`src/design/tps_pkg.sv`:
```
// Shared types, codes and constants of the turntable position sequencer.
package tps_pkg;

  localparam int TURN_W     = 23;
  localparam int ANGLE_W    = 9;
  localparam int UNIT_W     = 15;
  localparam int CFG_IDX_W  = 3;
  localparam int CFG_DATA_W = 23;

  typedef logic [TURN_W-1:0]  turn_t;
  typedef logic [ANGLE_W-1:0] angle_t;
  typedef logic [UNIT_W-1:0]  unit_t;

  localparam turn_t TURN_MAX = '1;

  // event kinds
  localparam logic [1:0] KIND_POLL = 2'd0;
  localparam logic [1:0] KIND_MOVE = 2'd1;
  localparam logic [1:0] KIND_HOME = 2'd2;
  localparam logic [1:0] KIND_CAL  = 2'd3;

  // move command codes
  localparam logic [1:0] MOVE_NONE = 2'd0;
  localparam logic [1:0] MOVE_REL  = 2'd1;
  localparam logic [1:0] MOVE_ABS  = 2'd2;

  // driver enable codes
  localparam logic [1:0] DRV_KEEP = 2'd0;
  localparam logic [1:0] DRV_ON   = 2'd1;
  localparam logic [1:0] DRV_OFF  = 2'd2;

  // homing status
  localparam logic [1:0] HOMED_NONE = 2'd0;
  localparam logic [1:0] HOMED_OK   = 2'd1;
  localparam logic [1:0] HOMED_FAIL = 2'd2;

  // calibration phases
  localparam logic [1:0] CAL_START  = 2'd0;
  localparam logic [1:0] CAL_SEARCH = 2'd1;
  localparam logic [1:0] CAL_TURN   = 2'd2;
  localparam logic [1:0] CAL_RETURN = 2'd3;

  // register indexes
  localparam logic [CFG_IDX_W-1:0] REG_TRAVERSER = 3'd0;
  localparam logic [CFG_IDX_W-1:0] REG_AUTO_PH   = 3'd1;
  localparam logic [CFG_IDX_W-1:0] REG_ANGLE     = 3'd2;
  localparam logic [CFG_IDX_W-1:0] REG_SANITY    = 3'd3;
  localparam logic [CFG_IDX_W-1:0] REG_HOME_MIN  = 3'd4;
  localparam logic [CFG_IDX_W-1:0] REG_INIT_TURN = 3'd5;
  localparam logic [CFG_IDX_W-1:0] REG_DIS_IDLE  = 3'd6;

  // reset values
  localparam angle_t RST_ANGLE     = 9'd45;
  localparam turn_t  RST_SANITY    = 23'd50000;
  localparam turn_t  RST_HOME_MIN  = 23'd50;
  localparam turn_t  RST_INIT_TURN = 23'd4096;

  localparam int    DEG_FULL  = 360;
  localparam int    DEG_HALF  = 180;
  localparam int    DEG_FALLB = 45;

  localparam unit_t RST_UNIT  = UNIT_W'(RST_INIT_TURN / DEG_FULL);
  localparam turn_t RST_START = TURN_W'(RST_UNIT * RST_ANGLE);
  localparam turn_t RST_STOP  = TURN_W'(RST_UNIT * (RST_ANGLE + DEG_HALF));

  // x/360 = (x>>3)/45, done as multiply by ceil(2^26/45); exact for x < 2^23
  localparam int          RECIP_SHIFT = 26;
  localparam logic [20:0] RECIP_45    = 21'd1491309;

  typedef struct packed {
    turn_t start;
    turn_t stop;
  } points_t;

  function automatic unit_t div360(input turn_t x);
    logic [19:0] y;
    logic [40:0] p;
    y = x[TURN_W-1:3];
    p = y * RECIP_45;
    return p[RECIP_SHIFT +: UNIT_W];
  endfunction

endpackage

```
`src/design/tps_points.sv`:
```
// Phase switch points: full turn / 360 scaled by the effective phase angle.
module tps_points (
  input  logic            clk,
  input  logic            rst_n,
  input  tps_pkg::turn_t  full_turn_nxt,
  input  tps_pkg::angle_t angle,
  output tps_pkg::points_t pts
);
  import tps_pkg::*;

  unit_t      unit_r;
  points_t    pts_r;
  logic [7:0] a_eff;
  angle_t     a_far;
  logic [UNIT_W+ANGLE_W-1:0] prod_start;
  logic [UNIT_W+ANGLE_W-1:0] prod_stop;

  // angles of a half turn or more fall back to the default
  assign a_eff = (angle >= ANGLE_W'(DEG_HALF)) ? 8'(DEG_FALLB) : angle[7:0];
  assign a_far = ANGLE_W'(a_eff) + ANGLE_W'(DEG_HALF);

  assign prod_start = unit_r * a_eff;
  assign prod_stop  = unit_r * a_far;

  always_ff @(posedge clk) begin
    if (!rst_n) begin
      unit_r       <= RST_UNIT;
      pts_r.start  <= RST_START;
      pts_r.stop   <= RST_STOP;
    end else begin
      unit_r       <= div360(full_turn_nxt);
      pts_r.start  <= prod_start[TURN_W-1:0];
      pts_r.stop   <= prod_stop[TURN_W-1:0];
    end
  end

  assign pts = pts_r;

endmodule

```
`src/design/turntable_position_sequencer_top.sv`:
```
// Top level of the turntable / traverser position sequencer.
//
// Events (poll, move, home, calibrate) arrive on the in_ channel with the
// sensor levels and stepper status; each event yields exactly one result
// transaction on the out_ channel with the stepper command and the status.
// A transaction moves when valid is high and stall is low.
// Throughput: one event per cycle while the receiver does not stall and no
// register write holds the input; all work for an event is one pass through
// the decision logic between the input and result registers.
// The output register and the input register stand between the two sides, so
// an event is taken while a result waits; a stalled receiver backs the input
// up only once both registers hold data.
// Registers are written on the cfg_ channel (always ready) while the block is
// idle (user's rule, not enforced). The input stalls in a write and the cycle
// after, as switch points settle (two registered steps after the turn count).
// Reset (rst_n low, synchronous) empties both registers, loads the register
// defaults, clears homing and calibration state and the relay phase.
module turntable_position_sequencer_top #(
  parameter int POSITION_WIDTH = 24
) (
  input  logic                                clk,
  input  logic                                rst_n,
  // event channel
  input  logic                                in_valid,
  output logic                                in_stall,
  input  logic [1:0]                          in_kind,
  input  tps_pkg::turn_t                      in_target_steps,
  input  logic                                in_manual_phase,
  input  logic                                in_home_active,
  input  logic                                in_limit_active,
  input  logic                                in_motor_running,
  input  logic signed [POSITION_WIDTH-1:0]    in_motor_position,
  input  logic signed [POSITION_WIDTH-1:0]    in_motor_target,
  // result channel
  output logic                                out_valid,
  input  logic                                out_stall,
  output logic                                out_stop_motor,
  output logic                                out_set_position,
  output logic signed [POSITION_WIDTH-1:0]    out_position_value,
  output logic [1:0]                          out_move_kind,
  output logic signed [POSITION_WIDTH:0]      out_move_steps,
  output logic [1:0]                          out_drive_enable,
  output logic                                out_phase,
  output logic [1:0]                          out_homed_state,
  output logic                                out_busy_calibrating,
  output tps_pkg::turn_t                      out_turn_steps,
  output logic                                out_store_turn,
  output logic                                out_clear_store,
  // configuration
  input  logic                                cfg_valid,
  output logic                                cfg_ready,
  input  logic [tps_pkg::CFG_IDX_W-1:0]       cfg_index,
  input  logic [tps_pkg::CFG_DATA_W-1:0]      cfg_data
);
  import tps_pkg::*;

  localparam int PW = POSITION_WIDTH;
  localparam int TW = POSITION_WIDTH + 1;
  localparam int WW = (POSITION_WIDTH + 2 > 26) ? POSITION_WIDTH + 2 : 26;
  localparam logic signed [WW-1:0] TURN_MAX_W = WW'(TURN_MAX);

  // configuration registers
  logic   trav_r, auto_r, dis_idle_r;
  angle_t angle_r;
  turn_t  sanity_r, hmt_r;
  logic   settle_r;
  logic   cfg_wr;

  // sequencer state
  turn_t          last_pos_r, last_pos_nxt;
  logic [1:0]     homed_r, homed_nxt;
  logic [TW-1:0]  lct_r, lct_nxt;
  logic           cal_r, cal_nxt;
  logic [1:0]     cph_r, cph_nxt;
  turn_t          full_turn_r, full_turn_nxt;
  logic           relay_r, relay_nxt;
  points_t        pts;

  // input register
  logic                 s1_valid_r;
  logic [1:0]           s1_kind_r;
  turn_t                s1_steps_r;
  logic                 s1_manual_r, s1_home_r, s1_limit_r, s1_running_r;
  logic signed [PW-1:0] s1_pos_r, s1_mtgt_r;

  // result register
  logic                 out_valid_r;
  logic                 stop_r, setp_r, store_r, clr_r;
  logic signed [PW-1:0] pval_r;
  logic [1:0]           mkind_r, de_r;
  logic signed [TW-1:0] msteps_r;

  // result of the current event
  logic                 stop_nxt, setp_nxt, store_nxt, clr_nxt;
  logic signed [PW-1:0] pval_nxt;
  logic [1:0]           mkind_nxt, de_nxt;
  logic signed [TW-1:0] msteps_nxt;

  logic proc, in_acc;

  // wide signed views
  logic signed [WW-1:0] pos_w, mtgt_w, s_w, l_w, f_w, h_w, d_w, mv_w;
  logic signed [WW-1:0] sanity_w, hmt_w, mag_w;
  turn_t                mag_sat;
  logic                 tgt_reached, cal_done, auto_ph;

  assign cfg_ready = 1'b1;
  assign cfg_wr    = cfg_valid & cfg_ready;

  assign proc     = s1_valid_r & (~out_valid_r | ~out_stall);
  assign in_stall = settle_r | cfg_valid | (s1_valid_r & ~proc);
  assign in_acc   = in_valid & ~in_stall;

  assign pos_w    = WW'(s1_pos_r);
  assign mtgt_w   = WW'(s1_mtgt_r);
  assign s_w      = WW'(s1_steps_r);
  assign l_w      = WW'(last_pos_r);
  assign f_w      = WW'(full_turn_r);
  assign h_w      = WW'(full_turn_r >> 1);
  assign sanity_w = WW'(sanity_r);
  assign hmt_w    = WW'(hmt_r);
  assign d_w      = s_w - l_w;

  // shortest way round the ring, or straight on a traverser
  always_comb begin
    if (trav_r)          mv_w = l_w - s_w;
    else if (d_w > h_w)  mv_w = s_w - f_w - l_w;
    else if (d_w < -h_w) mv_w = f_w - l_w + s_w;
    else                 mv_w = d_w;
  end

  assign auto_ph = ~((s1_steps_r < pts.start) |
                     ((s1_steps_r <= full_turn_r) & (s1_steps_r >= pts.stop)));

  assign mag_w   = (pos_w < 0) ? -pos_w : pos_w;
  assign mag_sat = (mag_w > TURN_MAX_W) ? TURN_MAX : mag_w[TURN_W-1:0];

  assign tgt_reached = (TW'(mtgt_w) == lct_r);
  assign cal_done = trav_r ? (cph_r == CAL_RETURN && !s1_limit_r)
                           : (cph_r == CAL_TURN && s1_home_r && pos_w > hmt_w);

  always_comb begin
    stop_nxt      = 1'b0;
    setp_nxt      = 1'b0;
    pval_nxt      = '0;
    mkind_nxt     = MOVE_NONE;
    msteps_nxt    = '0;
    de_nxt        = DRV_KEEP;
    store_nxt     = 1'b0;
    clr_nxt       = 1'b0;
    last_pos_nxt  = last_pos_r;
    homed_nxt     = homed_r;
    lct_nxt       = lct_r;
    cal_nxt       = cal_r;
    cph_nxt       = cph_r;
    full_turn_nxt = full_turn_r;
    relay_nxt     = relay_r;

    if (cfg_wr && cfg_index == REG_INIT_TURN) full_turn_nxt = cfg_data[TURN_W-1:0];

    if (proc) begin
      unique case (s1_kind_r)
        KIND_HOME: begin
          homed_nxt = HOMED_NONE;
          lct_nxt   = TW'(sanity_r);
        end
        KIND_CAL: begin
          cal_nxt   = 1'b1;
          homed_nxt = HOMED_NONE;
          lct_nxt   = TW'(sanity_r);
          clr_nxt   = 1'b1;
        end
        KIND_MOVE: begin
          if (!cal_r && homed_r != HOMED_NONE && s1_steps_r != last_pos_r) begin
            relay_nxt    = auto_r ? auto_ph : s1_manual_r;
            last_pos_nxt = s1_steps_r;
            de_nxt       = DRV_ON;
            mkind_nxt    = MOVE_REL;
            msteps_nxt   = TW'(mv_w);
            lct_nxt      = TW'(pos_w + mv_w);
          end
        end
        KIND_POLL: begin
          if (homed_r == HOMED_NONE) begin
            relay_nxt = 1'b0;
            if (s1_home_r) begin
              stop_nxt     = 1'b1;
              if (dis_idle_r) de_nxt = DRV_OFF;
              setp_nxt     = 1'b1;
              last_pos_nxt = '0;
              homed_nxt    = HOMED_OK;
            end else if (!s1_running_r) begin
              if (tgt_reached) begin
                // search ran its full length without finding home
                setp_nxt     = 1'b1;
                last_pos_nxt = '0;
                homed_nxt    = HOMED_FAIL;
              end else begin
                de_nxt     = DRV_ON;
                mkind_nxt  = MOVE_REL;
                msteps_nxt = TW'(sanity_w);
                lct_nxt    = TW'(pos_w + sanity_w);
              end
            end
          end else if (cal_r) begin
            relay_nxt = 1'b0;
            if (cal_done) begin
              stop_nxt      = 1'b1;
              if (dis_idle_r) de_nxt = DRV_OFF;
              full_turn_nxt = mag_sat;
              cal_nxt       = 1'b0;
              cph_nxt       = CAL_START;
              store_nxt     = 1'b1;
              setp_nxt      = 1'b1;
              pval_nxt      = s1_pos_r;
              homed_nxt     = HOMED_NONE;
              lct_nxt       = TW'(sanity_r);
            end else if (trav_r && cph_r == CAL_TURN && s1_limit_r) begin
              stop_nxt     = 1'b1;
              setp_nxt     = 1'b1;
              pval_nxt     = s1_pos_r;
              mkind_nxt    = MOVE_ABS;
              last_pos_nxt = '0;
              cph_nxt      = CAL_RETURN;
            end else if (cph_r == CAL_SEARCH && last_pos_r == sanity_r && s1_home_r &&
                         (trav_r || pos_w > hmt_w)) begin
              stop_nxt     = 1'b1;
              setp_nxt     = 1'b1;
              cph_nxt      = CAL_TURN;
              de_nxt       = DRV_ON;
              mkind_nxt    = MOVE_ABS;
              msteps_nxt   = trav_r ? TW'(-sanity_w) : TW'(sanity_w);
              last_pos_nxt = sanity_r;
            end else if (cph_r == CAL_START && !s1_running_r && homed_r == HOMED_OK) begin
              cph_nxt = CAL_SEARCH;
              // a traverser already sitting on home skips the search move
              if (!(trav_r && s1_home_r)) begin
                de_nxt     = DRV_ON;
                mkind_nxt  = MOVE_ABS;
                msteps_nxt = TW'(sanity_w);
              end
              last_pos_nxt = sanity_r;
            end else if ((cph_r == CAL_SEARCH || cph_r == CAL_TURN) && !s1_running_r &&
                         pos_w == sanity_w) begin
              if (dis_idle_r) de_nxt = DRV_OFF;
              cal_nxt = 1'b0;
              cph_nxt = CAL_START;
            end
          end
        end
        default: ;
      endcase
    end
  end

  tps_points u_points (
    .clk          (clk),
    .rst_n        (rst_n),
    .full_turn_nxt(full_turn_nxt),
    .angle        (angle_r),
    .pts          (pts)
  );

  // configuration; the turn count reload goes straight into full_turn_nxt
  always_ff @(posedge clk) begin
    if (!rst_n) begin
      trav_r      <= 1'b0;
      auto_r      <= 1'b0;
      angle_r     <= RST_ANGLE;
      sanity_r    <= RST_SANITY;
      hmt_r       <= RST_HOME_MIN;
      dis_idle_r  <= 1'b0;
      settle_r    <= 1'b0;
    end else begin
      settle_r <= cfg_wr;
      if (cfg_wr) begin
        unique case (cfg_index)
          REG_TRAVERSER: trav_r      <= cfg_data[0];
          REG_AUTO_PH:   auto_r      <= cfg_data[0];
          REG_ANGLE:     angle_r     <= cfg_data[ANGLE_W-1:0];
          REG_SANITY:    sanity_r    <= cfg_data[TURN_W-1:0];
          REG_HOME_MIN:  hmt_r       <= cfg_data[TURN_W-1:0];
          REG_DIS_IDLE:  dis_idle_r  <= cfg_data[0];
          default: ;
        endcase
      end
    end
  end

  // sequencer state
  always_ff @(posedge clk) begin
    if (!rst_n) begin
      last_pos_r  <= '0;
      homed_r     <= HOMED_NONE;
      lct_r       <= TW'(RST_SANITY);
      cal_r       <= 1'b0;
      cph_r       <= CAL_START;
      full_turn_r <= RST_INIT_TURN;
      relay_r     <= 1'b0;
    end else begin
      last_pos_r  <= last_pos_nxt;
      homed_r     <= homed_nxt;
      lct_r       <= lct_nxt;
      cal_r       <= cal_nxt;
      cph_r       <= cph_nxt;
      full_turn_r <= full_turn_nxt;
      relay_r     <= relay_nxt;
    end
  end

  // input register
  always_ff @(posedge clk) begin
    if (!rst_n) begin
      s1_valid_r <= 1'b0;
    end else if (in_acc) begin
      s1_valid_r <= 1'b1;
    end else if (proc) begin
      s1_valid_r <= 1'b0;
    end
  end

  always_ff @(posedge clk) begin
    if (in_acc) begin
      s1_kind_r    <= in_kind;
      s1_steps_r   <= in_target_steps;
      s1_manual_r  <= in_manual_phase;
      s1_home_r    <= in_home_active;
      s1_limit_r   <= in_limit_active;
      s1_running_r <= in_motor_running;
      s1_pos_r     <= in_motor_position;
      s1_mtgt_r    <= in_motor_target;
    end
  end

  // result register
  always_ff @(posedge clk) begin
    if (!rst_n) begin
      out_valid_r <= 1'b0;
    end else if (proc) begin
      out_valid_r <= 1'b1;
    end else if (!out_stall) begin
      out_valid_r <= 1'b0;
    end
  end

  always_ff @(posedge clk) begin
    if (proc) begin
      stop_r   <= stop_nxt;
      setp_r   <= setp_nxt;
      pval_r   <= pval_nxt;
      mkind_r  <= mkind_nxt;
      msteps_r <= msteps_nxt;
      de_r     <= de_nxt;
      store_r  <= store_nxt;
      clr_r    <= clr_nxt;
    end
  end

  // status fields follow the state that the last result left behind
  assign out_valid            = out_valid_r;
  assign out_stop_motor       = stop_r;
  assign out_set_position     = setp_r;
  assign out_position_value   = pval_r;
  assign out_move_kind        = mkind_r;
  assign out_move_steps       = msteps_r;
  assign out_drive_enable     = de_r;
  assign out_phase            = relay_r;
  assign out_homed_state      = homed_r;
  assign out_busy_calibrating = cal_r;
  assign out_turn_steps       = full_turn_r;
  assign out_store_turn       = store_r;
  assign out_clear_store      = clr_r;

endmodule

```
`config.mk`:
```
export PLATFORM = sky130hd
export DESIGN_NAME = turntable_position_sequencer_top
export DESIGN_NICKNAME = d
export VERILOG_FILES = /design/src/design/tps_pkg.sv /design/src/design/tps_points.sv /design/src/design/turntable_position_sequencer_top.sv
export SDC_FILE = /design/constraint.sdc
export NUM_CORES = 2
export LEC_CHECK = 0
export BUFFER_PORTS_ARGS = -buffer_cell sky130_fd_sc_hd__buf_2
export CAP_MARGIN = 20
export CORE_ASPECT_RATIO = 1.25
export CORE_MARGIN = 10
export CORE_UTILIZATION = 65
export DETAILED_ROUTE_END_ITERATION = 8
export GPL_TIMING_DRIVEN = 0
export PLACE_DENSITY = 0.9
export SKIP_CTS_REPAIR_TIMING = 1
export SYNTH_ARGS = -nofsm -noshare
export SYNTH_HDL_FRONTEND = slang
export SYNTH_SLANG_ARGS = --single-unit
```
`constraint.sdc`:
```
create_clock -name clk -period 17.2 [get_ports clk]
set_clock_uncertainty 0.1 [all_clocks]
set_input_delay 0.86 -clock clk [delete_from_list [all_inputs] [get_ports clk]]
set_output_delay 0.86 -clock clk [all_outputs]
set_load 0.005 [all_outputs]
```
==> results.md <==
* Largest net degree at the start of global routing at 55
* Synth warnings at 0
* Max-cap violation count at 0
* Placed Cells at 5682
* Setup violators final at 0
* Final instance area at 43300 µm²
* Skew-Pair Late Insertion Delay at 0.59 ns
* Die height at 298 µm
* Pre-CTS WS at 6.70 ns
* CP Class: reg2reg
* Hold Crit Start: in_target_steps[15]
* Synth Flop Type: dfxtp_1
* Starting Density at 65.8%
* Crit share post-route at 62.9%
* Setup TNS at 0 ns
* Slew Viols, Final at 0
* Critical path origin: s1_pos_r[22]
* Post-route DRC at 2
* P per Cell Area at 113 nW/µm²
* Io pins at 195
* Outcome: complete, but fails checks
* Startpoint Class: flop
* Filler Cell Count at 4735
* Routed wire length at 147000 µm
* IR drop worst, VDD at 0.416 mV
* Initial DRC count at 4198
* Crit path max-delay family: adder cells
* Clock buffer depth at 3
* Synth Instances at 4662
* Placer Congestion at 1.08
* Area delta synth->final at 8.07%
* Flop2flop setup slack at 6.38 ns
* Drt wl/cell at 25.5 µm
* Leak at 20.5 nW
* RSZ-0062 raised after global routing: false
* Antenna Nets Post-Route at 0
* # port buffers at 193
* Crit path capture: u_points.unit_r[8]
* Drt pass-1 iters at 9
* TritonCTS Sinks at 331
* Post-route setup slack at 6.38 ns
* Arr. time, crit path at 11.17 ns
* Initial antenna violation count at 7
* TritonCTS Buffers at 36
* Violated checks: DRC
* CTS tree: done
* Core Footprint at 60900 µm²
* Final Hold Viols at 0
* Synth cell types at 100
* CTS root buf: clkbuf_16
* Mapped Nets at 5640
* Rows at 101
* Synth async-reset ratio at 0%
* CP required at 17.55 ns
* Worst-path fanout max at 10
* H-tree Lvls at 2
* Post-route minimum period at 10.82 ns
* Crit path max-delay cell type: a21oi_1
* Grt total ovfl at 0
* Via density at 6.45
* Die W at 242 µm
* Number of synthesized flops with an enable pin at 134
* CP Depth at 36
* Layout Nets at 5876
* Hold slack at 0.333 ns
* RR Endpoint: u_points.unit_r[8]
* Crit-path max cell delay at 0.69 ns
* Setup crit end kind: flop
* CP Buf/Inv Count at 6
* Rel. slew slack at 16.5%
* R2R depth at 36
* HP Class: in2reg
* Worst Max-Slew Pin Slew at 1.25 ns
* Worst R2R Start: s1_pos_r[22]
* Number of global-route vias before repair at 37600
* Synth Cell Area at 40100 µm²
* HPWL Detailed at 119000 µm
* Syn avg cell area at 8.59 µm²
* Clock transition at the registers of the reported paths at 0.07 ns
* Synth Register Bits at 331
* DP Area at 42100 µm²
* FMAX at 92.4 MHz
* Share of cells above drive strength 1 at 6.78%
* First-pass GRT wire length at 221000 µm
* CP most frequent cell: fa_1
* DR vias at 37100
* DIE AREA at 72000 µm²
* Sequential fraction of the synthesis area at 19.9%
* Tot GR Track Use at 39.8%
* Final cell count without fillers at 5752
[metal layers]
metal  track usage (%)  share of wire [%]  vias to the layer above
met4              33.2                 10                       10
met1              43.9                 34                    17500
met3              8.88                 10                      834
met5                 0              0.046                        -
li1                  -                  -                    16500
met2              64.9                 45                     2211
[worst min path at each step]
stage | end | cells past startpoint | slack [ns]
after global routing | s1_mtgt_r[12] | 1 | 0.33
after CTS | s1_pos_r[14] | 1 | 0.33
after detailed placement | hmt_r[21] | 2 | 0.35
final | s1_steps_r[15] | 1 | 0.33
after global placement | hmt_r[22] | 2 | 0.34
after floorplan | angle_r[0] | 2 | 0.33
[Yosys cell counts, types with 10 or more instances]
cell	n	area (µm²)
nor2_1	253	950
dfxtp_1	197	3940
a21oi_1	328	1640
clkbuf_1	138	518
nand3_1	76	380
o31ai_1	24	180
and3_1	49	307
nand2_1	447	1680
o31a_1	12	105
and2_1	143	895
o211ai_1	29	218
o22ai_1	10	62.6
nor2b_1	59	369
ha_1	574	7180
o21bai_1	34	255
xor2_1	97	850
nor4_1	35	219
mux2i_1	22	220
nand2b_1	49	307
or2_2	13	81.3
a211o_1	11	96.3
o21ai_0	205	1030
fa_1	296	5930
a221oi_1	41	359
nand4_1	46	288
nor3_1	83	415
a31oi_1	24	150
a21o_1	111	833
o21a_1	48	360
nor3b_1	15	113
or3_1	25	156
buf_2	30	150
a211oi_1	56	420
inv_1	590	2210
xnor2_1	185	1620
edfxtp_1	134	4020
[cells by family after synthesis]
logic type      count (synthesis)  synth area share [%]
simple gates                 1336                  16.3
compound gates               1045                  16.9
fa+ha+maj                     870                  32.7
buf+inv                       769                  7.31
flops                         331                  19.9
xor+xnor                      282                  6.17
mux                            28                 0.718
other cells                     1               0.00936
[worst reg2reg max path, delay by kind of cell, from the launching register on]
kind            cells  cell delay (ns)
flops               1             0.63
compound gates     14             3.23
simple gates        6             1.41
buf+inv             6             0.95
mux                 1             0.37
fa+ha+maj           9             3.98
[layout make-up]
class / instances / area [µm²] / area share [%]
diodes: 3 / 7.51 / 0.0173
plain buffers: 176 / 702 / 1.62
clock buffers: 47 / 983 / 2.27
clock inverters: 18 / 166 / 0.384
inverters: 593 / 2230 / 5.14
multi-input cells: 3562 / 29200 / 67.4
flip-flops and latches: 331 / 7970 / 18.4
well taps: 824 / 1030 / 2.38
repair buffers: 198 / 1040 / 2.41
[state kept, by name, summed over array words and instances, names as in the netlist, 15 cells and up]
signal	count
s1_mtgt_r	24
u_points.pts	44
last_pos_r	23
lct_r	25
sanity_r	23
s1_pos_r	24
out_move_steps	25
out_position_value	24
out_turn_steps	23
s1_steps_r	23
hmt_r	23
u_points.unit_r	15
[stage by stage]
step                      power, W  util [%]
after floorplan            0.00317         -
after global placement     0.00389      69.0
after detailed placement   0.00399      69.1
after CTS                  0.00482      71.0
after global routing       0.00529      71.1
final                      0.00490      71.1
[power by group]
group          internal (W)  total (W)  switching (W)
clock              0.000427   0.000790       0.000362
combinational       0.00128    0.00315        0.00188
sequential         0.000886   0.000953      0.0000670
[cell usage in the layout (no fill, tap or decap), types with 59 or more instances in the layout]
master	synthesis	layout
nor2_1	253	253
a21oi_1	328	328
xor2_1	97	97
buf_2	30	223
inv_1	590	589
ha_1	574	574
fa_1	296	296
xnor2_1	185	185
nand3_1	76	76
nand2_1	447	447
o21ai_0	205	204
dfxtp_1	197	197
edfxtp_1	134	134
nor2b_1	59	59
clkbuf_1	138	146
a21o_1	111	111
nor3_1	83	83
and2_1	143	142
No activity file was read; power rests on OpenSTA's default activity.
